**src/sv/priority_ready_queue_macros.svh**
```systemverilog
// ----------------------------------------------------------------------------
// Priority ready queue assertion macros
// Shared concurrent assertion forms for the priority ready queue RTL.
// ----------------------------------------------------------------------------
`ifndef PRIORITY_READY_QUEUE_MACROS_SVH
`define PRIORITY_READY_QUEUE_MACROS_SVH

`ifndef SYNTHESIS

`define PRQ_ASSERT_IMP(lbl, clk, rst_n, ante, cons) \
    lbl: assert property (@(posedge clk) disable iff (!(rst_n)) (ante) |-> (cons)) \
        else $error("priority ready queue: same-cycle check failed");

`define PRQ_ASSERT_NXT(lbl, clk, rst_n, ante, cons) \
    lbl: assert property (@(posedge clk) disable iff (!(rst_n)) (ante) |=> (cons)) \
        else $error("priority ready queue: next-cycle check failed");

`else

`define PRQ_ASSERT_IMP(lbl, clk, rst_n, ante, cons)

`define PRQ_ASSERT_NXT(lbl, clk, rst_n, ante, cons)

`endif

`endif

```
**src/sv/prq_pkg.sv**
```systemverilog
// ----------------------------------------------------------------------------
// Priority ready queue package
// Word types, request and status codes, and the cell-to-cell structs.
// ----------------------------------------------------------------------------
package prq_pkg;

    localparam logic [1:0] REQ_ENQUEUE = 2'd0;
    localparam logic [1:0] REQ_REMOVE  = 2'd1;
    localparam logic [1:0] REQ_LOOKUP  = 2'd2;
    localparam logic [1:0] REQ_SELECT  = 2'd3;

    localparam logic [1:0] ST_OK        = 2'd0;
    localparam logic [1:0] ST_FULL      = 2'd1;
    localparam logic [1:0] ST_NOT_FOUND = 2'd2;
    localparam logic [1:0] ST_EMPTY     = 2'd3;

    typedef struct packed {
        logic [1:0] req_type;
        logic [7:0] thread_id;
        logic       has_priority;
        logic [7:0] priority_req;
    } t_in_word;

    typedef struct packed {
        logic [1:0] status;
        logic       found;
        logic [7:0] selected_id;
        logic       selected_valid;
    } t_out_word;

    typedef struct packed {
        logic       valid;
        logic [7:0] id;
        logic [7:0] prio;
    } t_entry;

    typedef struct packed {
        logic       enq;
        logic       remove;
        logic [7:0] id;
        logic [7:0] prio;
    } t_bcast;

    typedef struct packed {
        logic       tok;
        logic       seen;
        logic       best_valid;
        logic [7:0] best_id;
        logic [7:0] best_prio;
    } t_carry;

endpackage

```
**src/sv/prq_cell.sv**
```systemverilog
// ----------------------------------------------------------------------------
// Priority ready queue cell
// Holds one queue entry and processes the sweep token as it passes by.
// ----------------------------------------------------------------------------
module prq_cell (
    input  logic            i_clk,
    input  logic            i_rst_n,
    input  prq_pkg::t_bcast i_bc,
    input  logic            i_prev_valid,
    input  prq_pkg::t_entry i_next,
    output prq_pkg::t_entry o_entry,
    input  prq_pkg::t_carry i_carry,
    output prq_pkg::t_carry o_carry
);

    logic       r_valid;
    logic [7:0] r_id;
    logic [7:0] r_prio;
    logic       r_tok;
    logic       r_seen;
    logic       r_best_valid;
    logic [7:0] r_best_id;
    logic [7:0] r_best_prio;

    logic w_match;
    logic w_seen;
    logic w_better;

    assign w_match  = r_valid && (r_id == i_bc.id);
    assign w_seen   = r_seen || w_match;
    assign w_better = r_valid && (!r_best_valid || (r_prio < r_best_prio));

    assign o_entry = '{valid: r_valid, id: r_id, prio: r_prio};

    assign o_carry.tok        = r_tok;
    assign o_carry.seen       = w_seen;
    assign o_carry.best_valid = r_best_valid || w_better;
    assign o_carry.best_id    = w_better ? r_id : r_best_id;
    assign o_carry.best_prio  = w_better ? r_prio : r_best_prio;

    always_ff @(posedge i_clk) begin
        if (!i_rst_n) begin
            r_valid <= 1'b0;
            r_tok   <= 1'b0;
        end else begin
            r_tok <= i_carry.tok;
            if (r_tok && i_bc.remove && w_seen) begin
                r_valid <= i_next.valid;
            end else if (i_bc.enq && !r_valid && i_prev_valid) begin
                r_valid <= 1'b1;
            end
        end
    end

    always_ff @(posedge i_clk) begin
        r_seen       <= i_carry.seen;
        r_best_valid <= i_carry.best_valid;
        r_best_id    <= i_carry.best_id;
        r_best_prio  <= i_carry.best_prio;
        if (r_tok && i_bc.remove && w_seen) begin
            r_id   <= i_next.id;
            r_prio <= i_next.prio;
        end else if (i_bc.enq && !r_valid && i_prev_valid) begin
            r_id   <= i_bc.id;
            r_prio <= i_bc.prio;
        end
    end

endmodule

```
**src/sv/priority_ready_queue.sv**
```systemverilog
// ----------------------------------------------------------------------------
// Priority ready queue
// Thread ids in arrival order with priorities, kept in a chain of cells.
//
//   Channel   Signals                          Direction  Content
//   in        i_in_valid, o_in_ready, i_in     to block   request word
//   out       o_out_valid, i_out_ready, o_out  from block result word
//   cfg       i_cfg_valid, o_cfg_ready, i_cfg_data
//                                              to block   default priority
//
// The block takes one word at a time. An enqueue fills the first free
// cell as it is accepted. Remove, lookup and select send a token down
// the chain one cell per cycle, shifting entries and carrying the
// running match flag and minimum. Reset is synchronous and empties
// the queue. A stalled output holds the block before a new word.
// ----------------------------------------------------------------------------
`include "priority_ready_queue_macros.svh"

module priority_ready_queue #(
    parameter int QUEUE_DEPTH = 16
) (
    input  logic               i_clk,
    input  logic               i_rst_n,
    input  logic               i_in_valid,
    output logic               o_in_ready,
    input  prq_pkg::t_in_word  i_in,
    output logic               o_out_valid,
    input  logic               i_out_ready,
    output prq_pkg::t_out_word o_out,
    input  logic               i_cfg_valid,
    output logic               o_cfg_ready,
    input  logic [7:0]         i_cfg_data
);

    typedef enum logic [2:0] {
        S_IDLE  = 3'b001,
        S_SWEEP = 3'b010,
        S_DONE  = 3'b100
    } t_state;

    t_state             r_state;
    t_state             n_state;
    logic [7:0]         r_dflt_prio;
    logic [1:0]         r_op;
    logic [7:0]         r_req_id;
    prq_pkg::t_carry    r_fin;
    prq_pkg::t_out_word r_res;
    prq_pkg::t_out_word n_res;
    prq_pkg::t_out_word r_out;
    logic               r_out_valid;
    logic               n_out_valid;

    logic               w_accept;
    logic               w_is_enq;
    logic               w_full;
    prq_pkg::t_bcast    w_bc;
    prq_pkg::t_entry    w_ent [QUEUE_DEPTH+1];
    prq_pkg::t_carry    w_carry [QUEUE_DEPTH+1];
    logic [QUEUE_DEPTH-1:0] w_vld;
    logic [QUEUE_DEPTH:0]   w_tok;

    assign o_in_ready  = (r_state == S_IDLE);
    assign o_cfg_ready = 1'b1;
    assign o_out_valid = r_out_valid;
    assign o_out       = r_out;

    assign w_accept = i_in_valid && o_in_ready;
    assign w_is_enq = (i_in.req_type == prq_pkg::REQ_ENQUEUE);
    assign w_full   = w_vld[QUEUE_DEPTH-1];

    assign w_bc.enq    = w_accept && w_is_enq;
    assign w_bc.remove = (r_op == prq_pkg::REQ_REMOVE);
    assign w_bc.id     = w_accept ? i_in.thread_id : r_req_id;
    assign w_bc.prio   = i_in.has_priority ? i_in.priority_req : r_dflt_prio;

    assign w_carry[0] = '{tok: w_accept && !w_is_enq, seen: 1'b0, best_valid: 1'b0,
                          best_id: 8'd0, best_prio: 8'd0};
    assign w_ent[QUEUE_DEPTH] = '0;
    assign w_tok[QUEUE_DEPTH] = w_carry[QUEUE_DEPTH].tok;

    for (genvar gi = 0; gi < QUEUE_DEPTH; gi++) begin : g_cell
        logic w_prev_valid;

        if (gi == 0) begin : g_head
            assign w_prev_valid = 1'b1;
        end else begin : g_body
            assign w_prev_valid = w_vld[gi-1];
        end

        prq_cell u_cell (
            .i_clk        (i_clk),
            .i_rst_n      (i_rst_n),
            .i_bc         (w_bc),
            .i_prev_valid (w_prev_valid),
            .i_next       (w_ent[gi+1]),
            .o_entry      (w_ent[gi]),
            .i_carry      (w_carry[gi]),
            .o_carry      (w_carry[gi+1])
        );

        assign w_vld[gi] = w_ent[gi].valid;
        assign w_tok[gi] = w_carry[gi].tok;
    end

    always_comb begin
        n_state     = r_state;
        n_res       = r_res;
        n_out_valid = r_out_valid && !i_out_ready;
        unique case (r_state)
            S_IDLE: begin
                if (w_accept) begin
                    if (w_is_enq) begin
                        n_res   = '{status: w_full ? prq_pkg::ST_FULL : prq_pkg::ST_OK,
                                    found: 1'b0, selected_id: 8'd0, selected_valid: 1'b0};
                        n_state = S_DONE;
                    end else begin
                        n_state = S_SWEEP;
                    end
                end
            end
            S_SWEEP: begin
                if (r_fin.tok) begin
                    n_res = '{status: prq_pkg::ST_OK, found: 1'b0,
                              selected_id: 8'd0, selected_valid: 1'b0};
                    unique case (r_op)
                        prq_pkg::REQ_REMOVE: begin
                            if (!r_fin.seen) begin
                                n_res.status = prq_pkg::ST_NOT_FOUND;
                            end
                        end
                        prq_pkg::REQ_LOOKUP: begin
                            n_res.found = r_fin.seen;
                        end
                        default: begin
                            if (r_fin.best_valid) begin
                                n_res.selected_id    = r_fin.best_id;
                                n_res.selected_valid = 1'b1;
                            end else begin
                                n_res.status = prq_pkg::ST_EMPTY;
                            end
                        end
                    endcase
                    n_state = S_DONE;
                end
            end
            S_DONE: begin
                if (!r_out_valid || i_out_ready) begin
                    n_out_valid = 1'b1;
                    n_state     = S_IDLE;
                end
            end
            default: begin
                n_state = S_IDLE;
            end
        endcase
    end

    always_ff @(posedge i_clk) begin
        if (!i_rst_n) begin
            r_state     <= S_IDLE;
            r_out_valid <= 1'b0;
            r_dflt_prio <= 8'd0;
            r_op        <= prq_pkg::REQ_ENQUEUE;
            r_fin       <= '0;
        end else begin
            r_state     <= n_state;
            r_out_valid <= n_out_valid;
            r_fin       <= w_carry[QUEUE_DEPTH];
            if (i_cfg_valid && o_cfg_ready) begin
                r_dflt_prio <= i_cfg_data;
            end
            if (w_accept) begin
                r_op <= i_in.req_type;
            end
        end
    end

    always_ff @(posedge i_clk) begin
        r_res <= n_res;
        if (w_accept) begin
            r_req_id <= i_in.thread_id;
        end
        if (r_state == S_DONE && (!r_out_valid || i_out_ready)) begin
            r_out <= r_res;
        end
    end

    `PRQ_ASSERT_IMP(a_one_token, i_clk, i_rst_n, 1'b1, $onehot0(w_tok))
    `PRQ_ASSERT_IMP(a_dense_prefix, i_clk, i_rst_n, 1'b1, ((w_vld >> 1) & ~w_vld) == '0)
    `PRQ_ASSERT_IMP(a_done_no_token, i_clk, i_rst_n, r_state == S_DONE, w_tok == '0)
    `PRQ_ASSERT_NXT(a_accept_busy, i_clk, i_rst_n, w_accept, r_state != S_IDLE)

endmodule
```
**config.mk**
```make
export PLATFORM = sky130hd
export DESIGN_NAME = priority_ready_queue
export DESIGN_NICKNAME = d
export VERILOG_FILES = /design/src/sv/prq_pkg.sv /design/src/sv/prq_cell.sv /design/src/sv/priority_ready_queue.sv
export VERILOG_INCLUDE_DIRS = /design/src /design/src/sv
export SDC_FILE = /design/constraint.sdc
export NUM_CORES = 1
export LEC_CHECK = 0
export ABC_AREA = 1
export BUFFER_PORTS_ARGS = -buffer_cell sky130_fd_sc_hd__buf_2
export CORE_ASPECT_RATIO = 1.2
export CORE_MARGIN = 1
export CORE_UTILIZATION = 30
export CTS_BUF_LIST = sky130_fd_sc_hd__clkbuf_2
export CTS_CLUSTER_DIAMETER = 50
export DETAILED_ROUTE_END_ITERATION = 10
export PLACE_DENSITY_LB_ADDON = 0.2
export SLEW_MARGIN = 20
export SYNTH_ARGS = -nofsm -noshare
export SYNTH_HDL_FRONTEND = slang
export SYNTH_SLANG_ARGS = --single-unit
```
**constraint.sdc**
```tcl
create_clock -name i_clk -period 8.5 [get_ports i_clk]
set_clock_uncertainty 0.05 [all_clocks]
set_input_delay 2.125 -clock i_clk [delete_from_list [all_inputs] [get_ports i_clk]]
set_output_delay 2.125 -clock i_clk [all_outputs]
set_load 0.01 [all_outputs]
```
Word-level counts from Yosys, hierarchy flattened
Index checks and enable logic that the tools add are counted.
{"block": "word_totals", "regBits": 615, "input_bits": 32}
{"block": "classes", "order_cmp": 15, "n_eq_ne": 25, "mux": 139, "bitwise": 1, "n_reduce_logical": 200}
{"cell": "two-way mux 8 bit", "n": 91}
{"cell": "== test 8 bit", "n": 16}
{"cell": "< comparator 8 bit", "n": 15}
{"cell": "logical AND 1 bit", "n": 99}
{"cell": "logical OR 1 bit", "n": 46}
{"cell": "two-way mux 12 bit", "n": 3}
{"cell": "logical NOT 1 bit", "n": 34}
{"cell": "two-way mux 1 bit", "n": 34}
{"cell": "nonzero test 2 bit", "n": 16}
{"cell": "one-hot mux 12 bit (2 select lines)", "n": 1}
{"cell": "two-way mux 9 bit", "n": 2}
{"cell": "two-way mux 3 bit", "n": 4}
{"cell": "one-hot mux 3 bit (3 select lines)", "n": 1}
{"cell": "two-way mux 2 bit", "n": 2}
{"cell": "inequality test 2 x 1 -> 1 bit (second input constant)", "n": 2}
{"cell": "inequality test 2 bit (second input constant)", "n": 2}
{"cell": "one-hot mux 2 bit (2 select lines)", "n": 1}
{"cell": "AND reduction 4 bit", "n": 1}
{"cell": "OR reduction 2 bit", "n": 2}
{"cell": "== test 3 x 1 -> 1 bit (second input constant)", "n": 1}
{"cell": "== test 3 x 2 -> 1 bit (second input constant)", "n": 1}
{"cell": "== test 3 bit (second input constant)", "n": 1}
{"cell": "AND reduction 3 bit", "n": 1}
{"cell": "== test 2 x 1 -> 1 bit (second input constant)", "n": 1}
{"cell": "other kinds (3)", "n": 3}

Longest topological paths before layout
{"block": "depth", "depth_word": 8, "ltp_mapped": 18, "ltp_nobuf": 16}

Cells and area by module
From an unflattened synthesis, not the netlist that was laid out.
{"block": "hier_totals", "cells_unflattened": 3790, "area_unflattened_um2": 30528.0}
{"mod": "prq_cell", "instances": 16, "cells_each": 223, "area_per_inst_um2": 1774.2}
{"mod": "priority_ready_queue", "instances": 1, "cells_each": 222, "area_per_inst_um2": 2140.8}

Worst setup path after synthesis
OpenSTA, ideal clock, no wires.
{"block": "synth_timing", "kind": "input-to-reg", "startpoint": "input i_in_valid", "endpoint": "register g_cell[0].u_cell.r_id[0], enable pin", "setup_ps": 416, "arrival_time_ps": 4234, "t_required_ps": 8034, "setup_slack_ps": 3800, "stages": 14, "n_path_buf": 4, "path_cell_list": "buf_2 -> nand3_4 -> buf_6 -> nand2_1 -> nand2_2 -> buf_6 -> buf_6 -> nand2_1 -> nand2_1 -> nor2_1 -> nand2_1 -> nor2_2 -> nand2_2 -> o32ai_1"}
{"block": "synth_between", "elab_chain_cells": 6, "word_cells_on_any_way": 8, "cone_classes": "1 x eq/ne; 1 x mux; 6 x reduce/logical"}
{"element": "start, declared", "line_no": "priority_ready_queue.sv:24", "rtl": "input logic i_in_valid,"}
{"element": "logical AND 1 bit (*)", "line_no": "priority_ready_queue.sv:67", "rtl": "assign w_accept = i_in_valid && o_in_ready;"}
{"element": "two-way mux 8 bit"}
{"element": "== test 8 bit", "line_no": "prq_cell.sv:29", "rtl": "assign w_match = r_valid && (r_id == i_bc.id);"}
{"element": "logical AND 1 bit", "line_no": "prq_cell.sv:29"}
{"element": "logical AND 1 bit", "line_no": "prq_cell.sv:60", "rtl": "if (r_tok && i_bc.remove && w_seen) begin"}
{"element": "nonzero test 2 bit (no source line) (*)"}
{"element": "end signal, assigned", "line_no": "prq_cell.sv:61", "rtl": "r_id <= i_next.id;"}
{"element": "end signal, assigned", "line_no": "prq_cell.sv:64", "rtl": "r_id <= i_bc.id;"}
{"element": "end, declared", "line_no": "prq_cell.sv:17", "rtl": "logic [7:0] r_id;"}
Every way passes the cells marked *; elsewhere a longest branch is shown, timed or not.
A chain may end at the register's enable or synchronous reset.

==> results.json <==
{
  "outcome": "completed",
  "synth_area_mm2": 0.0276,
  "cp_data_required_time_ns": 9.33,
  "holdCritStartpoint": "g_cell[12].u_cell.r_best_id[6]$_DFF_P_",
  "cts-resized-gates": 0,
  "cts_buffer_depth": 3,
  "p_per_area_mw_per_mm2": 208,
  "drt_iter0_drc": 1270,
  "grt_pass1_wl_mm": 126,
  "syn_avg_cell_area_um2": 8.27,
  "hold_violations": 0,
  "path_class": "primary input to flop",
  "grt_max_degree": 53,
  "timing.critical_path.mode_cell": "nand2_1",
  "min_period_ns": 5.14,
  "firstDrtPassIters": 5,
  "synth-edff-count": 264,
  "final_nets": 3554,
  "htree_levels": 4,
  "synth.ff_latch_count": 615,
  "cts_buffers": 156,
  "synth_ff_type": "dfxtp_1",
  "min_path_type": "flop to flop",
  "placed_area_mm2": 0.0288,
  "postCtsSetupBuffers": 0,
  "holdBufCountCts": 0,
  "grt-ovfl-total": 0,
  "synth_warnings": 0,
  "drtAntennaViolNets": 0,
  "grt.met1_usage": 0.217,
  "final_cell_mix": "nand2_1 (970), inv_1 (488), o21ai_0 (424)",
  "fp.dieArea_mm2": 0.0932,
  "worst_ep_arrival_time_ns": 5.97,
  "worst_slew_pin_slew_ns": 1.23,
  "dpl.cell_count": 4487,
  "clock_latency_ns": 1.35,
  "drive_gt1_frac": 0.111,
  "r2r_start": "r_state[0]$_SDFFE_PN1P_",
  "holdPathEnd": "g_cell[13].u_cell.r_best_id[6]$_DFF_P_",
  "timing.final.crit_share": 0.604,
  "leakagePower_uw": 0.0134,
  "syn_inst": 3338,
  "ys_types": 40,
  "setup_violations": 0,
  "ir_worst_vdd_mv": 0.120,
  "post-place-ws_ns": 2.01,
  "antenna_found_initial": 2,
  "cts-root-buf": "clkbuf_2",
  "final_area_mm2": 0.0304,
  "min_delay_path_depth": 2,
  "relSlewSlack": 0.175,
  "die_h_um": 334,
  "max_stage_delay_ns": 0.86,
  "rrSetupSlack_ns": 3.79,
  "holdWs_ns": 0.349,
  "wire_per_inst_um": 17.4,
  "maxCapViolations": 0,
  "cts.sinks": 615,
  "drv_slew": 0,
  "vias": 21319,
  "gr-usage-met3": 0.0307,
  "grt_util_met2": 0.318,
  "rows": 121,
  "viasPerCell": 4.46,
  "cts.reportedPaths.clkPinSlew_ns": 0.10,
  "drc_errors": 0,
  "start_kind": "primary input",
  "gp_congestion": 0.806,
  "synth_nets": 3477,
  "routed_wl_mm": 83.2,
  "layout_setup_ws_ns": 3.36,
  "timing.rr.end": "g_cell[10].u_cell.r_id[7]$_DFFE_PP_",
  "fp.dieW_um": 279,
  "start_util": 0.303,
  "grt_pass1_vias": 20784,
  "core_area_mm2": 0.0910,
  "grt_use_total": 0.180,
  "path_max_fanout": 33,
  "dp_hpwl_mm": 56.4,
  "busiest_layer": "met2",
  "layout_commonest_cell": "nand2_1",
  "rsz0062_at_grt": "false",
  "ff2ff_path_depth": 13,
  "cts_tree": "built",
  "async_reset_ff_frac": 0,
  "worstSetupEndpointType": "flop",
  "crit_chain": "buf_2, nand3_4, inv_2, nand2_1, nand2_1, nand2_1, nand3_1, nor2_1, nand2_1, nand2_1, nand2_1, nand2_1",
  "layoutNonFillerInstCount": 4776,
  "yosysSeqAreaShare": 0.542,
  "clock.fmax_mhz": 195,
  "area_delta_synth_final_pct": 10.1,
  "io_buffers": 45,
  "io_pins": 47,
  "cp_slowest_cell": "nand2_1",
  "setup_tns_ns": 0
}
flip-flops by register name (all words and copies together), names as in the netlist, 11 cells and up:
signal and count:
g_cell.u_cell.r_valid 16, g_cell.u_cell.r_tok 16, g_cell.u_cell.r_seen 15, r_fin 11, g_cell.u_cell.r_best_id 120, g_cell.u_cell.r_best_prio 120, r_res 12, g_cell.u_cell.r_prio 128
o_out 12, g_cell.u_cell.r_best_valid 15, g_cell.u_cell.r_id 128
synth_stat cells (2+ instances only):
cell type	n	area [um^2]
or2_2	17	106
buf_4	8	60.1
buf_6	10	113
nand3_1	133	666
nand4_1	8	50.1
clkbuf_2	7	35.0
a21oi_1	108	541
dfxtp_1	351	7030
o21ai_4	2	32.5
nor2_1	166	623
nand2_2	29	181
inv_2	2	7.51
nor2_4	2	22.5
buf_1	24	90.1
inv_1	488	1830
ha_1	107	1340
nor3_1	3	15.0
edfxtp_1	264	7930
a21boi_0	16	120
a21o_1	14	105
o21ai_1	64	320
o21ai_0	424	2120
buf_2	42	210
xor2_1	5	43.8
clkbuf_1	59	221
nand2_1	970	3640
nand3_2	2	20.0
cell families (layout without fill, tap and decap cells):
group | after synthesis | in the layout | synth area share
compound gates | 632 | 632 | 0.119
xor+xnor | 5 | 5 | 0.00159
fa+ha+maj | 107 | 107 | 0.0485
buf+inv | 640 | 847 | 0.0931
flops | 615 | 615 | 0.542
other cells | 1 | 2 | 0.000136
simple gates | 1338 | 1338 | 0.196
metrics by stage:
step | utilization | total power [uW]
floorplan | - | 3850
global placement | 0.317 | 4170
detailed placement | 0.317 | 4170
CTS | 0.334 | 6400
global route | 0.334 | 6640
finish | 0.334 | 6310
worst max path at each step:
stage               startpoint                               endpoint
floorplan           i_in_valid     g_cell[0].u_cell.r_id[0]$_DFFE_PP_
global placement    i_in_valid  g_cell[10].u_cell.r_prio[4]$_DFFE_PP_
detailed placement  i_in_valid  g_cell[10].u_cell.r_prio[2]$_DFFE_PP_
CTS                 i_in_valid    g_cell[10].u_cell.r_id[6]$_DFFE_PP_
global route        i_in_valid    g_cell[10].u_cell.r_id[5]$_DFFE_PP_
finish              i_in_valid    g_cell[10].u_cell.r_id[7]$_DFFE_PP_
metal layers:
layer  vias up  wire length, um
met5         -                0
met4         0             2230
met3       143             3120
met2       468            41600
met1      9801            36200
li1      10907                -
final cells by class:
cell class | count | area, um^2
tap | 1230 | 1540
antenna | 1 | 2.50
clock buffer | 236 | 1180
sequential | 615 | 15000
inverter | 490 | 1840
timing repair buffer | 69 | 405
clock inverter | 52 | 372
fill | 9605 | 60600
multi-input combinational | 2083 | 10100
power by group:
| part | internal [uW] | switching, uW |
|---|---|---|
| Sequential | 3200 | 40.3 |
| Combinational | 245 | 622 |
| Clock | 926 | 1280 |
| Total | 4370 | 1940 |
critical path, delay by kind of cell:
family	cells	cell delay [ns]
buffers and inverters	2	0.40
and+or+nand+nor	10	3.41
(Power assumes the default switching activity.)
